$ cat src/sv/dss_pkg.sv
// dss_pkg: shared types, codes and widths for the dpwm strategy selector
// used by dss_front, dss_back and dpwm_strategy_selector_top
`timescale 1ns / 1ps
`default_nettype none

package dss_pkg;

   localparam int ANGLE_IN_W = 15;
   localparam int ANGLE_W    = 17;
   localparam int CFG_ANG_W  = 14;
   localparam int TIME_W     = 32;
   localparam int SECTOR_W   = 4;
   localparam int STRAT_W    = 3;
   localparam int CSR_IDX_W  = 3;
   localparam int CSR_DATA_W = 32;

   localparam logic [STRAT_W-1:0] STRAT_DPWM0 = 3'd3;
   localparam logic [STRAT_W-1:0] STRAT_DPWM1 = 3'd4;
   localparam logic [STRAT_W-1:0] STRAT_DPWM2 = 3'd5;
   localparam logic [STRAT_W-1:0] STRAT_DPWM3 = 3'd6;

   localparam logic [CSR_IDX_W-1:0] REG_DEADBAND  = 3'd0;
   localparam logic [CSR_IDX_W-1:0] REG_OUTER     = 3'd1;
   localparam logic [CSR_IDX_W-1:0] REG_HYST      = 3'd2;
   localparam logic [CSR_IDX_W-1:0] REG_DWELL     = 3'd3;
   localparam logic [CSR_IDX_W-1:0] REG_LOCK      = 3'd4;
   localparam logic [CSR_IDX_W-1:0] REG_INIT      = 3'd5;

   localparam logic [CFG_ANG_W-1:0] DEADBAND_RESET = 14'd640;
   localparam logic [CFG_ANG_W-1:0] OUTER_RESET    = 14'd3840;
   localparam logic [CFG_ANG_W-1:0] HYST_RESET     = 14'd128;
   localparam logic [STRAT_W-1:0]   INIT_RESET     = 3'd4;
   localparam logic [SECTOR_W-1:0]  SECTOR_UNKNOWN = 4'hF;

   typedef struct packed {
      logic [CFG_ANG_W-1:0] deadband_angle;
      logic [CFG_ANG_W-1:0] outer_angle;
      logic [CFG_ANG_W-1:0] hysteresis_angle;
      logic [TIME_W-1:0]    min_dwell_ticks;
      logic                 sector_lock_enable;
      logic [STRAT_W-1:0]   initial_strategy;
   } cfg_type;

   typedef struct packed {
      logic                restart;
      logic [STRAT_W-1:0]  prop;
      logic                keep_dpwm0;
      logic                keep_dpwm1;
      logic                keep_dpwm2;
      logic [TIME_W-1:0]   time_stamp;
      logic [SECTOR_W-1:0] sector;
   } class_type;

   typedef struct packed {
      logic [STRAT_W-1:0] strategy;
      logic               switched;
   } result_type;

endpackage

`default_nettype wire

$ cat src/sv/dpwm_strategy_selector_top.sv
// dpwm_strategy_selector_top: configuration registers and the front/back pair
// depends on dss_pkg, dss_front, dss_back
//
// channel  ports                                   transaction when
// req      push, full, req_* fields                push && !full
// rsp      empty, pop, rsp_* fields                pop && !empty
// csr      csr_we, csr_index, csr_wdata            csr_we
//
// one transaction per cycle sustained while neither queue stalls; a request passes the front
// queue register, then the result queue register, before it reaches the result ports
// the strategy state in dss_back is updated as each item is taken, so requests follow back to back
// synchronous reset restores register defaults and the initial strategy, empties both queues
// each side stalls on its own: two-entry queues sit between front, back and output
`timescale 1ns / 1ps
`default_nettype none

module dpwm_strategy_selector_top
   import dss_pkg::*;
(
   input  wire logic                         clock,
   input  wire logic                         reset,
   input  wire logic                         push,
   output logic                              full,
   input  wire logic                         req_mode,
   input  wire logic                         req_pf_angle_valid,
   input  wire logic signed [ANGLE_IN_W-1:0] req_pf_angle,
   input  wire logic signed [ANGLE_IN_W-1:0] req_current_vector_angle,
   input  wire logic [TIME_W-1:0]            req_time_stamp,
   input  wire logic signed [SECTOR_W-1:0]   req_sector,
   output logic                              empty,
   input  wire logic                         pop,
   output logic [STRAT_W-1:0]                rsp_selected_strategy,
   output logic                              rsp_switched,
   input  wire logic                         csr_we,
   input  wire logic [CSR_IDX_W-1:0]         csr_index,
   input  wire logic [CSR_DATA_W-1:0]        csr_wdata
);

   cfg_type    cfg_ff;
   logic       item_valid;
   logic       item_take;
   class_type  item;
   result_type result;

   always_ff @(posedge clock) begin
      if (reset) begin
         cfg_ff.deadband_angle     <= DEADBAND_RESET;
         cfg_ff.outer_angle        <= OUTER_RESET;
         cfg_ff.hysteresis_angle   <= HYST_RESET;
         cfg_ff.min_dwell_ticks    <= '0;
         cfg_ff.sector_lock_enable <= 1'b0;
         cfg_ff.initial_strategy   <= INIT_RESET;
      end else if (csr_we) begin
         case (csr_index)
            REG_DEADBAND: cfg_ff.deadband_angle     <= csr_wdata[CFG_ANG_W-1:0];
            REG_OUTER:    cfg_ff.outer_angle        <= csr_wdata[CFG_ANG_W-1:0];
            REG_HYST:     cfg_ff.hysteresis_angle   <= csr_wdata[CFG_ANG_W-1:0];
            REG_DWELL:    cfg_ff.min_dwell_ticks    <= csr_wdata[TIME_W-1:0];
            REG_LOCK:     cfg_ff.sector_lock_enable <= csr_wdata[0];
            REG_INIT:     cfg_ff.initial_strategy   <= csr_wdata[STRAT_W-1:0];
            default: ;
         endcase
      end
   end

   dss_front u_front (
      .clock                (clock),
      .reset                (reset),
      .cfg                  (cfg_ff),
      .push                 (push),
      .full                 (full),
      .mode                 (req_mode),
      .pf_angle_valid       (req_pf_angle_valid),
      .pf_angle             (req_pf_angle),
      .current_vector_angle (req_current_vector_angle),
      .time_stamp           (req_time_stamp),
      .sector               (req_sector),
      .item_valid           (item_valid),
      .item_take            (item_take),
      .item                 (item)
   );

   dss_back u_back (
      .clock      (clock),
      .reset      (reset),
      .cfg        (cfg_ff),
      .item_valid (item_valid),
      .item_take  (item_take),
      .item       (item),
      .empty      (empty),
      .pop        (pop),
      .result     (result)
   );

   assign rsp_selected_strategy = result.strategy;
   assign rsp_switched          = result.switched;

endmodule

`default_nettype wire

$ cat src/sv/dss_front.sv
// dss_front: accepts request transactions, picks the angle and classifies it
// into a proposal and hysteresis flags; two-entry queue toward dss_back; uses dss_pkg
`timescale 1ns / 1ps
`default_nettype none

module dss_front
   import dss_pkg::*;
(
   input  wire logic                         clock,
   input  wire logic                         reset,
   input  wire cfg_type                      cfg,
   input  wire logic                         push,
   output logic                              full,
   input  wire logic                         mode,
   input  wire logic                         pf_angle_valid,
   input  wire logic signed [ANGLE_IN_W-1:0] pf_angle,
   input  wire logic signed [ANGLE_IN_W-1:0] current_vector_angle,
   input  wire logic [TIME_W-1:0]            time_stamp,
   input  wire logic signed [SECTOR_W-1:0]   sector,
   output logic                              item_valid,
   input  wire logic                         item_take,
   output class_type                         item
);

   logic signed [ANGLE_W-1:0] phi;
   logic signed [ANGLE_W-1:0] mag;
   logic signed [ANGLE_W-1:0] db;
   logic signed [ANGLE_W-1:0] outer;
   logic signed [ANGLE_W-1:0] wide;
   class_type                 cls;
   class_type                 q_ff [2];
   logic                      wr_ptr_ff, wr_ptr_in;
   logic                      rd_ptr_ff, rd_ptr_in;
   logic [1:0]                count_ff, count_in;
   logic                      wr_en;

   always_comb begin
      if (pf_angle_valid) begin
         phi = {{(ANGLE_W-ANGLE_IN_W){pf_angle[ANGLE_IN_W-1]}}, pf_angle};
      end else begin
         phi = {{(ANGLE_W-ANGLE_IN_W){current_vector_angle[ANGLE_IN_W-1]}},
                current_vector_angle};
      end
      mag   = phi[ANGLE_W-1] ? -phi : phi;
      db    = {{(ANGLE_W-CFG_ANG_W){1'b0}}, cfg.deadband_angle};
      outer = {{(ANGLE_W-CFG_ANG_W){1'b0}}, cfg.outer_angle};
      wide  = db + {{(ANGLE_W-CFG_ANG_W){1'b0}}, cfg.hysteresis_angle};

      cls.restart    = mode;
      cls.time_stamp = time_stamp;
      cls.sector     = sector;
      if (mag <= db) begin
         cls.prop = STRAT_DPWM1;
      end else if (phi > 0 && phi <= outer) begin
         cls.prop = STRAT_DPWM2;
      end else if (phi < 0 && phi >= -outer) begin
         cls.prop = STRAT_DPWM0;
      end else begin
         cls.prop = STRAT_DPWM3;
      end
      cls.keep_dpwm1 = (mag <= wide);
      cls.keep_dpwm2 = (phi > 0) && (phi <= wide);
      cls.keep_dpwm0 = (phi < 0) && (phi >= -wide);
   end

   // queue control
   assign full       = (count_ff == 2'd2);
   assign wr_en      = push && !full;
   assign item_valid = (count_ff != 2'd0);
   assign item       = q_ff[rd_ptr_ff];

   always_comb begin
      wr_ptr_in = wr_ptr_ff ^ wr_en;
      rd_ptr_in = rd_ptr_ff ^ (item_take && item_valid);
      count_in  = count_ff + {1'b0, wr_en} - {1'b0, item_take && item_valid};
   end

   always_ff @(posedge clock) begin
      if (reset) begin
         wr_ptr_ff <= 1'b0;
         rd_ptr_ff <= 1'b0;
         count_ff  <= 2'd0;
      end else begin
         wr_ptr_ff <= wr_ptr_in;
         rd_ptr_ff <= rd_ptr_in;
         count_ff  <= count_in;
      end
      if (wr_en) begin
         q_ff[wr_ptr_ff] <= cls;
      end
   end

endmodule

`default_nettype wire

$ cat src/sv/dss_back.sv
// dss_back: holds the strategy state, applies hysteresis, dwell and sector lock,
// and queues results in two entries; uses dss_pkg
`timescale 1ns / 1ps
`default_nettype none

module dss_back
   import dss_pkg::*;
(
   input  wire logic        clock,
   input  wire logic        reset,
   input  wire cfg_type     cfg,
   input  wire logic        item_valid,
   output logic             item_take,
   input  wire class_type   item,
   output logic             empty,
   input  wire logic        pop,
   output result_type       result
);

   logic [STRAT_W-1:0]  cur_ff, cur_in;
   logic [TIME_W-1:0]   last_time_ff, last_time_in;
   logic                has_sw_ff, has_sw_in;
   logic [SECTOR_W-1:0] last_sec_ff, last_sec_in;
   logic [STRAT_W-1:0]  prop;
   logic [TIME_W-1:0]   elapsed;
   logic                locked;
   logic                may_switch;
   result_type          res;
   result_type          q_ff [2];
   logic                wr_ptr_ff, wr_ptr_in;
   logic                rd_ptr_ff, rd_ptr_in;
   logic [1:0]          count_ff, count_in;
   logic                rd_en;

   assign rd_en     = pop && (count_ff != 2'd0);
   assign item_take = item_valid && ((count_ff != 2'd2) || rd_en);
   assign empty     = (count_ff == 2'd0);
   assign result    = q_ff[rd_ptr_ff];

   always_comb begin
      if (cur_ff == item.prop) begin
         prop = item.prop;
      end else if (cur_ff == STRAT_DPWM1 && item.keep_dpwm1) begin
         prop = cur_ff;
      end else if (cur_ff == STRAT_DPWM2 && item.keep_dpwm2) begin
         prop = cur_ff;
      end else if (cur_ff == STRAT_DPWM0 && item.keep_dpwm0) begin
         prop = cur_ff;
      end else begin
         prop = item.prop;
      end

      elapsed    = item.time_stamp - last_time_ff;
      locked     = cfg.sector_lock_enable && !item.sector[SECTOR_W-1] &&
                   !last_sec_ff[SECTOR_W-1] && (item.sector == last_sec_ff);
      may_switch = !has_sw_ff || (!locked && (elapsed >= cfg.min_dwell_ticks));

      cur_in       = cur_ff;
      last_time_in = last_time_ff;
      has_sw_in    = has_sw_ff;
      last_sec_in  = last_sec_ff;
      if (item.restart) begin
         cur_in       = cfg.initial_strategy;
         last_time_in = '0;
         has_sw_in    = 1'b0;
         last_sec_in  = SECTOR_UNKNOWN;
      end else if (may_switch && prop != cur_ff) begin
         cur_in       = prop;
         last_time_in = item.time_stamp;
         has_sw_in    = 1'b1;
         last_sec_in  = item.sector;
      end
      res.strategy = cur_in;
      res.switched = (cur_in != cur_ff);

      wr_ptr_in = wr_ptr_ff ^ item_take;
      rd_ptr_in = rd_ptr_ff ^ rd_en;
      count_in  = count_ff + {1'b0, item_take} - {1'b0, rd_en};
   end

   always_ff @(posedge clock) begin
      if (reset) begin
         cur_ff       <= INIT_RESET;
         last_time_ff <= '0;
         has_sw_ff    <= 1'b0;
         last_sec_ff  <= SECTOR_UNKNOWN;
         wr_ptr_ff    <= 1'b0;
         rd_ptr_ff    <= 1'b0;
         count_ff     <= 2'd0;
      end else begin
         if (item_take) begin
            cur_ff       <= cur_in;
            last_time_ff <= last_time_in;
            has_sw_ff    <= has_sw_in;
            last_sec_ff  <= last_sec_in;
         end
         wr_ptr_ff <= wr_ptr_in;
         rd_ptr_ff <= rd_ptr_in;
         count_ff  <= count_in;
      end
      if (item_take) begin
         q_ff[wr_ptr_ff] <= res;
      end
   end

endmodule

`default_nettype wire

$ cat config.mk
export PLATFORM = sky130hd
export DESIGN_NAME = dpwm_strategy_selector_top
export DESIGN_NICKNAME = d
export VERILOG_FILES = /design/src/sv/dss_pkg.sv /design/src/sv/dpwm_strategy_selector_top.sv /design/src/sv/dss_front.sv /design/src/sv/dss_back.sv
export SDC_FILE = /design/constraint.sdc
export NUM_CORES = 1
export LEC_CHECK = 0
export BUFFER_PORTS_ARGS = -buffer_cell sky130_fd_sc_hd__clkbuf_2
export CORE_MARGIN = 5
export CORE_UTILIZATION = 61
export DETAILED_ROUTE_END_ITERATION = 7
export GPL_TIMING_DRIVEN = 0
export PLACE_DENSITY = 0.85
export SETUP_SLACK_MARGIN = 0.3
export SYNTH_ARGS = -nofsm -noshare
export SYNTH_HDL_FRONTEND = slang
export SYNTH_SLANG_ARGS = --single-unit
$ cat constraint.sdc
create_clock -name clock -period 7.5 [get_ports clock]
set_clock_uncertainty 0.2 [all_clocks]
set_input_delay 0.75 -clock clock [delete_from_list [all_inputs] [get_ports clock]]
set_output_delay 0.75 -clock clock [all_outputs]
set_load 0.02 [all_outputs]
======== Yosys cells after proc, flatten, opt, wreduce, memory -nomap -nowiden ========
Memories as Yosys holds them, arrays and structs flattened. A register that Yosys moved wholly into a read port is not among the register bits.
Index checks and enable logic that the tools add are counted.
word-level totals
  input port bits ......................... 108
  memories kept ........................... 2
  RAM bits ................................ 94
  register bits ........................... 126
  output and inout bits ................... 6
memory list
  memory        words  bits a word  read ports  clocked after Yosys merged registers in  wr ports  line             text
  u_front.q_ff  2      43           1           1                                        1         dss_front.sv:31  class_type q_ff [2];
  u_back.q_ff   2      4            1           1                                        1         dss_back.sv:29   result_type q_ff [2];
operators by class
  multiplexer cells ....................... 23
  add/sub/neg operators ................... 9
  equality and inequality tests ........... 14
  bitwise gates (word level) .............. 4
  reductions and logical operators ........ 35
  order comparisons ....................... 9
operators by type and width
  kind                 count
  $mux 32              2
  $ge 17x17->1         2
  $le 17x15->1         2
  $mux 17              2
  $neg 17->17          2
  $ge 32x32->1         1
  $sub 32x32->32       1
  $mux 3               9
  $gt 17x1->1 const B  1
  $le 17x16->1         1
  $le 17x17->1         1
  $lt 17x1->1 const B  1
  $neg 14->17          1
  $logic_and 1x1->1    16
  $add 14x14->15       1
  $reduce_and 2->1     7
  $eq 3x3->1 const B   4
  $eq 3x2->1 const B   3
  $mux 1               8
  $mux 4               2
  $ne 3x3->1           2
  $reduce_bool 2->1    3
  $logic_not 1->1      5
  $add 2x1->2          2
  10 further kinds     15

======== Depth between registers and ports, before layout ========
  word-level depth ........................ 11
  depth in mapped cells ................... 27
  gate-level depth less buffers ........... 22

======== Modules after synthesis ========
From an unflattened synthesis, not the netlist that was laid out.
second synthesis, totals
  cells, all modules ...................... 1,587
  area, all modules ....................... 15,229.6 um^2
by module, submodules not included
  module                      instances  cells an instance  area an instance (um^2)
  dss_front                   1          669                7,160.6
  dss_back                    1          617                4,850.9
  dpwm_strategy_selector_top  1          301                3,218.1

======== Least setup slack after synthesis ========
OpenSTA, ideal clock, no wires.
  path kind ............................... reg-to-reg
  start point ............................. reg u_front.rd_ptr_ff (netlist name)
  end point ............................... reg u_back.last_time_ff[26]
  path buffers ............................ 6
  path slack .............................. 1.488 ns
  data arrival time ....................... 5.696 ns
  library setup time ...................... 0.117 ns
  stages on the path, launching flop included .. 26
  cells stage by stage .................... dfxtp_1 buf_6 buf_4 buf_4 buf_1 mux2_2 ha_1 and2_1 a221oi_1 a21oi_1 or3_1 a21boi_0 o31ai_1 a211o_1 a21oi_1 xnor2_1 ha_1 nand4_1 or3_1 o31a_1 o211a_2 a211o_1 a22o_1 buf_4 buf_6 a22o_1
RTL lines
  item                    line            text
  end signal: assignment  dss_back.sv:93  last_time_ff <= last_time_in;
  end: declaration        dss_back.sv:21  logic [TIME_W-1:0] last_time_ff, last_time_in;

==> key figures <==
Placed design
  • Placed cell areas: 0.0155 mm²
  • GPL Wtd Cong: 0.911
  • Placed Instances: about 2,000
  • Detailed Place HPWL: 27,400 µm
  • PortBufs: 112

Cells and area
  • Non-Filler Instances: 2,034
  • Final nets: roughly 2,000
  • Synth-to-layout area growth: 12.1%
  • Ant. Diodes: 0
  • Final Cell Area: roughly 0.016 mm²
  • Fillers: approximately 1,800
  • Flip-flop and latch area: 0.00535 mm²
  • Share of layout cells above drive strength 1: 13.1%
  • Commonest non-fill, non-tap cell in the layout: nand2_1
  • Area occupied by multi-input gates: 0.00837 mm²
  • Most frequent cells in the layout: nand2_1, ha_1, a21oi_1, inv_1, dfxtp_1

CTS
  • Htree depth: 1
  • CTS tree: yes
  • Sink Count: 220
  • CTS resizes: 0
  • CTS Buf Count: 23
  • CTS max path bufs: 3
  • Clk slew on worst S/H paths: 0.07 ns
  • # Post-CTS Setup Buffers: 0
  • Latest clock arrival within the worst-skew pair: 0.53 ns
  • Hold_buf cts: 0
  • Clk root buf: clkbuf_16

Detailed routing
  • Average routed wire per standard cell: between 15 and 20 µm
  • Routed Antenna Nets: 0
  • Detailed Route WL: approximately 35,000 µm
  • Via-per-instance ratio: 5.90
  • Number of DRC markers in iteration 0: 870
  • Detailed Routing Iterations Pass 1: 5
  • Vias post-DR: 12,000
  • DRC Markers: 0

STA
  • Hold violation count in the final report: 0
  • FMAX: around 150 MHz
  • RSZ-0062 raised after global routing: false
  • Final period util: 91.4%
  • Worst Tran Pin Value: 0.970 ns
  • Fin Setup TNS: 0 ns
  • Slew HR: 34.8%
  • Max Slew Vio Count: 0
  • Setup Viol. Count Final: 0
  • Fin crit period: 6.86 ns

Pwr
  • P_leak: 6.64 nW
  • Max IR drop VDD: roughly 0.24 mV
  • Tot Pwr: about 5.3 mW
  • PwrDens: 325 mW/mm²

Run status
  • Status: completed

GRT
  • Overflow after GRT: 0
  • Vias in the first global route: 11,700
  • Largest net degree at the start of global routing: 37
  • First-pass GRT wire length: 56,000 µm
  • Total global-route track usage: 25.3%
  • Initial antenna violation count: 1

Die
  • Initial core utilization: 61.9%
  • Site Rows: 56
  • Die Y-Extent: 164 µm
  • Core Box Area: 0.0234 mm²
  • Die area: 0.0269 mm²
  • I/O pin cnt: 114
  • Die W: 164 µm

Worst setup path
  • Critical Path End Type: register
  • Crit Path Category: reg -> reg
  • Worst path bufs/invs: 6
  • Crit path max-delay family: compound AO/OA/AOI/OAI gates
  • Crit path DAT: 7.05 ns
  • Critical Path Source Type: register
  • Req. time, crit path: 7.69 ns
  • Crit path top cell by count: buf_4
  • Maximum fanout along the worst path: 10
  • Largest stage delay, worst path: 0.44 ns
  • Slowest-stage cell, CP: or3_1

Run
  • Max-cap violation count: 0

Synthesis
  • Mean Syn Cell Area: 9.29 µm²
  • Post-synth EDFFs: 94
  • Synthesized cell area: roughly 0.014 mm²
  • Syn Nets: 1,848
  • Ys async rst share: 0%
  • Post-synthesis register bit count: 220
  • Synth Instances: 1,559
  • Synth Flop Type: dfxtp_1
  • Yosys cell types: 80
  • Yosys warns: 0
  • Sequential element share of the synthesized area: 36.9%

Min path
  • Class of the worst hold path: in -> reg
cells in the mapped netlist, types with 4 or more instances:
| master | number | area [µm²] |
|---|---|---|
| and2_1 | 4 | 25.0 |
| xor2_1 | 28 | 245 |
| a21boi_0 | 4 | 30.0 |
| nor2b_1 | 21 | 131 |
| nor3_1 | 26 | 130 |
| buf_2 | 5 | 25.0 |
| nand2_1 | 193 | 724 |
| inv_1 | 137 | 514 |
| a21o_1 | 45 | 338 |
| mux2_2 | 39 | 439 |
| dfxtp_1 | 126 | 2520 |
| o21a_1 | 19 | 143 |
| and3_1 | 9 | 56.3 |
| o31ai_1 | 4 | 30.0 |
| or3_1 | 7 | 43.8 |
| or4_1 | 4 | 30.0 |
| nand4_1 | 22 | 138 |
| a21oi_1 | 142 | 711 |
| nand3_1 | 30 | 150 |
| xnor2_1 | 60 | 526 |
| o21bai_1 | 6 | 45.0 |
| nand2b_1 | 12 | 75.1 |
| a211o_1 | 5 | 43.8 |
| o21ai_0 | 36 | 180 |
| a221oi_1 | 4 | 35.0 |
| mux2i_1 | 28 | 280 |
| a31oi_1 | 7 | 43.8 |
| o211ai_1 | 19 | 143 |
| and4_1 | 4 | 35.0 |
| a22oi_1 | 5 | 37.5 |
| nor2_1 | 83 | 312 |
| nor4_1 | 10 | 62.6 |
| a211oi_1 | 10 | 75.1 |
| edfxtp_1 | 94 | 2820 |
| clkbuf_1 | 29 | 109 |
| ha_1 | 179 | 2240 |
| a22o_1 | 31 | 272 |
| o21ai_1 | 4 | 20.0 |
| buf_6 | 8 | 90.1 |
power breakdown:
part / switching [mW] / leakage [nW] / internal [mW] / total [mW]
registers: 0.0829 / 1.90 / 1.46 / 1.54
clock network: 0.457 / 0.366 / 0.663 / 1.12
logic: 1.47 / 4.37 / 1.15 / 2.62
worst paths after layout:
check / slack [ns] / from / cells after the start / to
setup / recovery: 0.64 / u_front.rd_ptr_ff / 25 / u_back.last_time_ff[8]
hold / removal: 0.21 / req_time_stamp[21] / 1 / u_front.q_ff[1][25]
setup reg to reg: 0.64 / u_front.rd_ptr_ff / 25 / u_back.last_time_ff[8]
hold reg to reg: 0.26 / cfg_ff[22] / 2 / cfg_ff[22]
cells by family (layout without fill, tap and decap cells):
family | Yosys count | after routing | share of synthesized area (%)
and+or+nand+nor | 442 | 442 | 14.4
AOI/OAI and AO/OA | 372 | 372 | 17.1
DFF | 220 | 220 | 36.9
buffers and inverters | 187 | 343 | 5.38
adders and majority gates | 181 | 181 | 15.7
xor gates and xnor gates | 88 | 88 | 5.32
muxes | 69 | 69 | 5.16
sequential cells by signal (all words and copies together) (netlist names):
| signal | cells |
|---|---|
| cfg_ff | 78 |
| u_back.count_ff | 2 |
| u_back.cur_ff | 3 |
| u_back.has_sw_ff | 1 |
| u_back.last_sec_ff | 4 |
| u_back.last_time_ff | 32 |
| u_back.q_ff | 8 |
| u_back.rd_ptr_ff | 1 |
| u_back.wr_ptr_ff | 1 |
| u_front.count_ff | 2 |
| u_front.q_ff | 86 |
| u_front.rd_ptr_ff | 1 |
| u_front.wr_ptr_ff | 1 |
final cells by class:
type                       count  area share (%)
buffer                        48            1.59
tap                          319            2.46
clock inverter                11           0.662
clock buffer                  31            3.91
timing repair buffer         114            3.70
inverter                     139            3.21
multi-input combinational   1152            51.6
sequential                   220            32.9
per-stage QoR:
step / hold slack, ns / worst slack (ns) / util, %
after global placement: 0.243 / 0.550 / 66.0
final: 0.208 / 0.644 / 69.4
after CTS: 0.199 / 0.402 / 69.4
after floorplan: 0.236 / 1.49 / -
after global routing: 0.199 / 0.304 / 69.4
after detailed placement: 0.247 / 0.471 / 66.2
routing by layer:
| layer | global-route usage (%) | vias to the layer above | wire length [µm] |
|---|---|---|---|
| li1 | - | 5863 | - |
| met1 | 33.8 | 5671 | 15100 |
| met2 | 42.3 | 387 | 16500 |
| met3 | 4.24 | 81 | 2420 |
| met4 | 7.74 | 2 | 994 |
| met5 | 0 | - | 7 |
Power figures use the tool's default switching activity.
